==> config.mk <==
export PLATFORM = sky130hd
export DESIGN_NAME = http_chunked_body_decoder_unit
export DESIGN_NICKNAME = d
export VERILOG_FILES = /design/src/hcbd_pkg.sv /design/src/hcbd_front.sv /design/src/hcbd_fifo.sv /design/src/hcbd_back.sv /design/src/http_chunked_body_decoder_unit.sv
export SDC_FILE = /design/constraint.sdc
export NUM_CORES = 1
export LEC_CHECK = 0
export ABC_AREA = 1
export BUFFER_PORTS_ARGS = -buffer_cell sky130_fd_sc_hd__buf_2
export CORE_MARGIN = 5
export CORE_UTILIZATION = 62
export CTS_CLUSTER_DIAMETER = 100
export DETAILED_ROUTE_END_ITERATION = 12
export PLACE_DENSITY_LB_ADDON = 0.12
export SYNTH_ARGS = -nofsm -noshare
export SYNTH_HDL_FRONTEND = slang
export SYNTH_SLANG_ARGS = --single-unit
==> constraint.sdc <==
create_clock -name clk -period 2.4 [get_ports clk]
set_input_delay 0 -clock clk [delete_from_list [all_inputs] [get_ports clk]]
set_output_delay 0 -clock clk [all_outputs]
set_load 0.02 [all_outputs]
==> src/hcbd_pkg.sv <==
package hcbd_pkg;

  // Longest size line accepted, counting its CR LF
  localparam int MAX_LINE_BYTES = 65536;
  // Width of a chunk size
  localparam int SIZE_BITS = 32;
  localparam int LINE_LEN_BITS = $clog2(MAX_LINE_BYTES + 1);
  localparam int DIGIT_CNT_BITS = 4;

  // Queue between the front and back parts
  localparam int FIFO_DEPTH = 2;
  localparam int FIFO_PTR_BITS = $clog2(FIFO_DEPTH);
  localparam int FIFO_CNT_BITS = $clog2(FIFO_DEPTH + 1);

  // Result kinds
  localparam logic [2:0] KIND_CONTENT = 3'd0;
  localparam logic [2:0] KIND_COMPLETE = 3'd1;
  localparam logic [2:0] KIND_PARTIAL = 3'd2;
  localparam logic [2:0] KIND_LONG = 3'd3;
  localparam logic [2:0] KIND_OVERFLOW = 3'd4;

  // Character codes
  localparam logic [7:0] CHAR_CR = 8'h0d;
  localparam logic [7:0] CHAR_LF = 8'h0a;
  localparam logic [7:0] CHAR_TAB = 8'h09;
  localparam logic [7:0] CHAR_VT = 8'h0b;
  localparam logic [7:0] CHAR_FF = 8'h0c;
  localparam logic [7:0] CHAR_SPACE = 8'h20;

  typedef struct packed {
    logic [7:0] in_byte;
    logic       end_of_stream;
  } in_item_t;

  typedef struct packed {
    logic [7:0] out_byte;
    logic [2:0] kind;
    logic       chunk_last;
  } out_item_t;

  // Classified beat handed from front to back
  typedef struct packed {
    logic [7:0] data;
    logic       eos;
    logic       is_hex;
    logic [3:0] digit;
    logic       is_blank;
    logic       is_cr;
    logic       is_lf;
  } beat_t;

endpackage

==> src/hcbd_front.sv <==
module hcbd_front (
  input  hcbd_pkg::in_item_t in_item,
  output hcbd_pkg::beat_t    beat
);

  logic [7:0] b;

  assign b = in_item.in_byte;

  // Classify the byte for the line parser
  always_comb begin
    beat = '0;
    beat.data = b;
    beat.eos = in_item.end_of_stream;
    beat.is_cr = (b == hcbd_pkg::CHAR_CR);
    beat.is_lf = (b == hcbd_pkg::CHAR_LF);
    beat.is_blank = (b == hcbd_pkg::CHAR_SPACE) || (b == hcbd_pkg::CHAR_TAB) ||
                    (b == hcbd_pkg::CHAR_LF) || (b == hcbd_pkg::CHAR_VT) ||
                    (b == hcbd_pkg::CHAR_FF) || (b == hcbd_pkg::CHAR_CR);
    if (b >= 8'h30 && b <= 8'h39) begin
      beat.is_hex = 1'b1;
      beat.digit = 4'(b - 8'h30);
    end else if (b >= 8'h61 && b <= 8'h66) begin
      beat.is_hex = 1'b1;
      beat.digit = 4'(b - 8'h57);
    end else if (b >= 8'h41 && b <= 8'h46) begin
      beat.is_hex = 1'b1;
      beat.digit = 4'(b - 8'h37);
    end
  end

endmodule

==> src/hcbd_fifo.sv <==
module hcbd_fifo (
  input  logic            clk,
  input  logic            rst,
  input  logic            push,
  input  hcbd_pkg::beat_t push_beat,
  output logic            full,
  input  logic            pop,
  output logic            not_empty,
  output hcbd_pkg::beat_t head
);

  hcbd_pkg::beat_t                      slots [hcbd_pkg::FIFO_DEPTH];
  logic [hcbd_pkg::FIFO_PTR_BITS-1:0]   wr_ptr;
  logic [hcbd_pkg::FIFO_PTR_BITS-1:0]   rd_ptr;
  logic [hcbd_pkg::FIFO_CNT_BITS-1:0]   count;
  logic                                 do_push;
  logic                                 do_pop;

  assign full = (count == hcbd_pkg::FIFO_CNT_BITS'(hcbd_pkg::FIFO_DEPTH));
  assign not_empty = (count != '0);
  assign head = slots[rd_ptr];
  assign do_push = push && !full;
  assign do_pop = pop && not_empty;

  // Advance pointers and occupancy
  always_ff @(posedge clk) begin
    if (rst) begin
      wr_ptr <= '0;
      rd_ptr <= '0;
      count <= '0;
    end else begin
      if (do_push) begin
        wr_ptr <= (wr_ptr == hcbd_pkg::FIFO_PTR_BITS'(hcbd_pkg::FIFO_DEPTH - 1)) ?
                  '0 : wr_ptr + 1'b1;
      end
      if (do_pop) begin
        rd_ptr <= (rd_ptr == hcbd_pkg::FIFO_PTR_BITS'(hcbd_pkg::FIFO_DEPTH - 1)) ?
                  '0 : rd_ptr + 1'b1;
      end
      if (do_push && !do_pop) begin
        count <= count + 1'b1;
      end else if (do_pop && !do_push) begin
        count <= count - 1'b1;
      end
    end
  end

  // Store the incoming beat
  always_ff @(posedge clk) begin
    if (do_push) begin
      slots[wr_ptr] <= push_beat;
    end
  end

endmodule

==> src/hcbd_back.sv <==
module hcbd_back (
  input  logic                clk,
  input  logic                rst,
  input  logic                beat_valid,
  input  hcbd_pkg::beat_t     beat,
  output logic                beat_pop,
  output logic                out_valid,
  input  logic                out_ready,
  output hcbd_pkg::out_item_t out_item
);

  localparam logic [2:0] PH_LINE = 3'd0;
  localparam logic [2:0] PH_DATA = 3'd1;
  localparam logic [2:0] PH_TRAIL = 3'd2;
  localparam logic [2:0] PH_FINAL = 3'd3;
  localparam logic [2:0] PH_DONE = 3'd4;
  localparam logic [2:0] PH_STOP = 3'd5;

  logic [2:0]                          phase, phase_next;
  logic [hcbd_pkg::SIZE_BITS-1:0]      bytes_left, bytes_left_next;
  logic [hcbd_pkg::SIZE_BITS-1:0]      size_value, size_value_next;
  logic [hcbd_pkg::DIGIT_CNT_BITS-1:0] digit_count, digit_count_next;
  logic                                digits_done, digits_done_next;
  logic                                saw_cr, saw_cr_next;
  logic [hcbd_pkg::LINE_LEN_BITS-1:0]  line_length, line_length_next;
  logic [hcbd_pkg::LINE_LEN_BITS-1:0]  len_inc;
  logic                                few_left;
  logic                                emit;
  hcbd_pkg::out_item_t                 result;

  // Take a beat whenever the output register can hold its result
  assign beat_pop = beat_valid && (!out_valid || out_ready);
  assign len_inc = line_length + 1'b1;
  assign few_left = (bytes_left <= hcbd_pkg::SIZE_BITS'(1));

  // Decode one beat
  always_comb begin
    phase_next = phase;
    bytes_left_next = bytes_left;
    size_value_next = size_value;
    digit_count_next = digit_count;
    digits_done_next = digits_done;
    saw_cr_next = saw_cr;
    line_length_next = line_length;
    emit = 1'b0;
    result = '0;
    if (phase == PH_DONE || phase == PH_STOP) begin
      emit = 1'b0;
    end else if (beat.eos) begin
      phase_next = PH_STOP;
      emit = 1'b1;
      result.kind = hcbd_pkg::KIND_PARTIAL;
    end else begin
      unique case (phase)
        PH_LINE: begin
          if (saw_cr && beat.is_lf) begin
            size_value_next = '0;
            digit_count_next = '0;
            digits_done_next = 1'b0;
            saw_cr_next = 1'b0;
            line_length_next = '0;
            if (size_value == '0) begin
              phase_next = PH_FINAL;
              bytes_left_next = hcbd_pkg::SIZE_BITS'(2);
            end else begin
              phase_next = PH_DATA;
              bytes_left_next = size_value;
            end
          end else begin
            saw_cr_next = beat.is_cr;
            line_length_next = len_inc;
            if (!digits_done && beat.is_hex &&
                size_value[hcbd_pkg::SIZE_BITS-1 -: 4] != 4'd0) begin
              phase_next = PH_STOP;
              emit = 1'b1;
              result.kind = hcbd_pkg::KIND_OVERFLOW;
            end else begin
              if (!digits_done) begin
                if (beat.is_hex) begin
                  size_value_next = {size_value[hcbd_pkg::SIZE_BITS-5:0], beat.digit};
                  if (digit_count != '1) begin
                    digit_count_next = digit_count + 1'b1;
                  end
                end else if (digit_count != '0 || !beat.is_blank) begin
                  digits_done_next = 1'b1;
                end
              end
              if (len_inc >= hcbd_pkg::LINE_LEN_BITS'(hcbd_pkg::MAX_LINE_BYTES)) begin
                phase_next = PH_STOP;
                emit = 1'b1;
                result.kind = hcbd_pkg::KIND_LONG;
              end
            end
          end
        end
        PH_DATA: begin
          emit = 1'b1;
          result.out_byte = beat.data;
          result.kind = hcbd_pkg::KIND_CONTENT;
          result.chunk_last = few_left;
          if (few_left) begin
            phase_next = PH_TRAIL;
            bytes_left_next = hcbd_pkg::SIZE_BITS'(2);
          end else begin
            bytes_left_next = bytes_left - 1'b1;
          end
        end
        PH_TRAIL: begin
          if (few_left) begin
            bytes_left_next = '0;
            phase_next = PH_LINE;
            size_value_next = '0;
            digit_count_next = '0;
            digits_done_next = 1'b0;
            saw_cr_next = 1'b0;
            line_length_next = '0;
          end else begin
            bytes_left_next = bytes_left - 1'b1;
          end
        end
        PH_FINAL: begin
          if (few_left) begin
            bytes_left_next = '0;
            phase_next = PH_DONE;
            emit = 1'b1;
            result.kind = hcbd_pkg::KIND_COMPLETE;
          end else begin
            bytes_left_next = bytes_left - 1'b1;
          end
        end
        default: begin
          phase_next = PH_STOP;
        end
      endcase
    end
  end

  // Advance decoder state on each taken beat
  always_ff @(posedge clk) begin
    if (rst) begin
      phase <= PH_LINE;
      bytes_left <= '0;
      size_value <= '0;
      digit_count <= '0;
      digits_done <= 1'b0;
      saw_cr <= 1'b0;
      line_length <= '0;
    end else if (beat_pop) begin
      phase <= phase_next;
      bytes_left <= bytes_left_next;
      size_value <= size_value_next;
      digit_count <= digit_count_next;
      digits_done <= digits_done_next;
      saw_cr <= saw_cr_next;
      line_length <= line_length_next;
    end
  end

  // Hold the result until the consumer takes it
  always_ff @(posedge clk) begin
    if (rst) begin
      out_valid <= 1'b0;
    end else if (beat_pop && emit) begin
      out_valid <= 1'b1;
    end else if (out_ready) begin
      out_valid <= 1'b0;
    end
  end

  always_ff @(posedge clk) begin
    if (beat_pop && emit) begin
      out_item <= result;
    end
  end

endmodule

==> src/http_chunked_body_decoder_unit.sv <==
// Decodes an HTTP chunked body one byte per beat and sustains one input beat per
// clock while the output side keeps taking results. The front classifies each byte
// (hex digit, blank, CR, LF, end of stream) and writes it into a two-entry queue; the
// back runs the size-line/data/trailer state machine on the queue head and places at
// most one result per byte in an output register, so with the queue empty each
// result passes through a queue slot and then the output register. Content bytes
// come out with kind 0 and chunk_last on each chunk's final byte; kind 1 reports the
// end of the body, kinds 2 to 4 report early end of stream, an over-long size line
// and a size too wide for 32 bits. After completion or any error all further beats
// are taken and dropped until reset.
module http_chunked_body_decoder_unit (
  input  logic                clk,
  input  logic                rst,
  input  logic                in_valid,
  output logic                in_ready,
  input  hcbd_pkg::in_item_t  in_item,
  output logic                out_valid,
  input  logic                out_ready,
  output hcbd_pkg::out_item_t out_item
);

  hcbd_pkg::beat_t front_beat;
  hcbd_pkg::beat_t head_beat;
  logic            fifo_full;
  logic            fifo_not_empty;
  logic            beat_pop;

  assign in_ready = !fifo_full;

  // Classify incoming bytes
  hcbd_front u_front (
    .in_item (in_item),
    .beat    (front_beat)
  );

  // Queue classified beats
  hcbd_fifo u_fifo (
    .clk       (clk),
    .rst       (rst),
    .push      (in_valid),
    .push_beat (front_beat),
    .full      (fifo_full),
    .pop       (beat_pop),
    .not_empty (fifo_not_empty),
    .head      (head_beat)
  );

  // Decode and emit results
  hcbd_back u_back (
    .clk        (clk),
    .rst        (rst),
    .beat_valid (fifo_not_empty),
    .beat       (head_beat),
    .beat_pop   (beat_pop),
    .out_valid  (out_valid),
    .out_ready  (out_ready),
    .out_item   (out_item)
  );

endmodule
==> metrics.txt <==
total gr overflow 0; asr flop ratio synth 0; Hold Slack 0.0216 ns; DR vias/cell 5.56; worst-path fanout max 12; most common cell in the synthesized netlist nand2_1; number of diodes 0; total CTS buffers 17; critical path class reg2reg; clock tree buffer depth 2; Pwr Density 1500 nW/um^2; Final Cycle Share 0.909; Finished Cell Area 8540 sq um; htree depth 4; TritonCTS clock tree yes; dpl hpwl 12.2 mm; First-pass DRT Iterations 5; I/O Buffers 26; max_cap viols 0; VDD IR-drop max 0.741 mV; vias in the first global route 6209; Fin Setup TNS 0 ns; slew margin rel. 0.603; die area 14600 sq um; clock tree sinks 142; CP Data Arrival Time 2.30 ns; vias post-DR 7009; Syn Area/Cell 7.30 sq um; area delta synth->final 11.8%; Post-synth top cells nand2_1, a21oi_1, nor2_1; Inst Count DP 1217; DRT iter0 DRCs 671; syn nets 1071; clock transition at the registers of the reported paths 0.06 ns; Synth Instances 1047; Worst-Skew Late Latency 0.43 ns; leakage 0.00346 uW; Cell Chain, Critical Path ha_1 > nand2_1 > nor2_1 > nand2_1 > o21ai_0 > nand2_1 > nand2_1 > nand2_1 > nand3_1 > nand2_1 > clkinvlp_4; reg2reg setup slack 0.22 ns; skew final 0.0119 ns; Crit path top cell by count nand2_1; Max Slew Vio Count 0; WL per Instance 14.8 um; post-CTS setup buffer count 0; Slew @ Worst Pin 0.595 ns; fmax 0.458 GHz; setup slack at placement 0.131 ns; RD Place Congestion 0.961; CORE AREA 12100 sq um; Worst setup SP type flip-flop; ANT nets after route 0; Synth Cell Area 7640 sq um; CP delay by family, top simple AND/OR/NAND/NOR gates; YS warnings 0; number of remaining DRC errors 0; Req. time, crit path 2.52 ns; final hold violations 0; Fillers 996; Top FF cell, synth dfxtp_1; Total Wirelength 18.7 mm; initial antenna violation count 0; Unique masters post-synth 47; CP Capture Type flip-flop; layout cells sized above 1 0.110; Yosys top cell area share 0.251; leading area contributor after synthesis dfxtp_1; unrepaired setup endpoints after global routing false; critical path's largest stage delay 0.37 ns; Finished Layout Cells 1260; largest net degree at the start of global routing 48; ranking of synthesized cells by area dfxtp_1, edfxtp_1, nand2_1, a21oi_1, nor2_1; Die Wd 121 um; root buffer cell clkbuf_16; layout net count 1103; I/O pin count 27; Rows 40; die span in y 121 um; status complete, no violations; starting density of the core 0.634; Post-DP Area 7880 sq um; GRT Util Overall 0.261; CP Buf/Inv Count 1; Hold WC Path Type in2reg; fin crit period 2.18 ns; first-pass GRT wire length 30.7 mm; Slowest cell on crit path dfxtp_1; Synth Register Bits 142; setup slack after layout 0.218 ns; Post-synth EDFFs 46; final-report setup violation count 0; post-synthesis sequential area ratio 0.432
==> stage by stage <==
| stage | total power, uW | utilization |
|---|---|---|
| after floorplan | 8780 | - |
| after global placement | 10200 | 0.653 |
| after detailed placement | 10300 | 0.653 |
| after CTS | 12800 | 0.708 |
| after global routing | 13900 | 0.708 |
| final | 12900 | 0.708 |
==> cell families (layout without fill, tap and decap cells) <==
kind of cell             Yosys count  after routing  share of synthesized area
buffers and inverters            158            203                     0.0904
XOR/XNOR                          18             18                     0.0206
adder cells (fa/ha/maj)           11             11                     0.0180
flip-flops                       142            142                      0.432
AND/OR/NAND/NOR                  499            499                      0.288
AO/OA/AOI/OAI                    219            219                      0.151
==> sequential cells by signal, summed over array words and instances, names as in the netlist, 2 cells and up, named ones only <==
signal,count
u_back.size_value,32
u_back.bytes_left,32
u_fifo.count,2
u_back.out_item,12
u_back.phase,3
u_back.digit_count,4
u_back.line_length,17
u_fifo.slots,34
==> placed cells by master, fill, tap and decap left out, types with 10 or more instances in the layout <==
cell,count
nor3_1,33
nand2_1,214
o21ai_0,61
nor2_1,125
inv_1,103
buf_4,21
dlygate4sd3_1,11
nand4_1,14
ha_1,11
xor2_1,11
nand3_1,77
a21oi_1,137
nand3_2,10
edfxtp_1,46
dfxtp_1,96
buf_2,26
clkbuf_16,17
==> where the power goes <==
| group | total (uW) | internal (uW) | leakage [uW] | switching, uW |
|---|---|---|---|---|
| logic | 7000 | 2190 | 0.00198 | 4810 |
| registers | 3390 | 3020 | 0.00121 | 372 |
| clock network | 2460 | 1370 | 0.000263 | 1090 |
==> repair_timing <==
| item | 4_1_cts | 5_1_grt |
|---|---|---|
| setup endpoints to repair | 0 | 12 |
| hold endpoints to repair | 20 | 0 |
| gates resized for setup | 0 | 1 |
| hold buffers | 11 | 0 |
==> tightest hold or removal path, cell delays in order <==
cell     delay [ns]
buf_2          0.09
inv_1          0.16
nand2_1        0.12
nor2_1         0.03
==> final timing paths <==
check	start	to	cells past startpoint
min	rst	u_back.line_length[3]$_SDFFE_PP0P_	4
max reg2reg	u_back.line_length[0]$_SDFFE_PP0P_	u_back.out_item[4]$_SDFFCE_PP0P_	11
min reg2reg	u_back.size_value[15]$_SDFFE_PP0P_	u_back.size_value[15]$_SDFFE_PP0P_	2
max	u_back.line_length[0]$_SDFFE_PP0P_	u_back.out_item[4]$_SDFFCE_PP0P_	11
==> per-layer routing <==
layer / wire, um / track usage
met4: 263 / 0.0829
met5: 0 / 0
met1: 8900 / 0.372
met2: 8460 / 0.402
met3: 1050 / 0.0499
==> cell type report <==
type                            count  area [sq um]  share of cell area
Clock buffer                       19           443              0.0518
Clock inverter                     13           109              0.0127
Inverter                          113           432              0.0505
Multi-Input combinational cell    747          3650               0.427
Sequential cell                   142          3300               0.387
Tap cell                          168           210              0.0246
Timing Repair Buffer               58           398              0.0466
No activity file was read; power rests on OpenSTA's default activity.
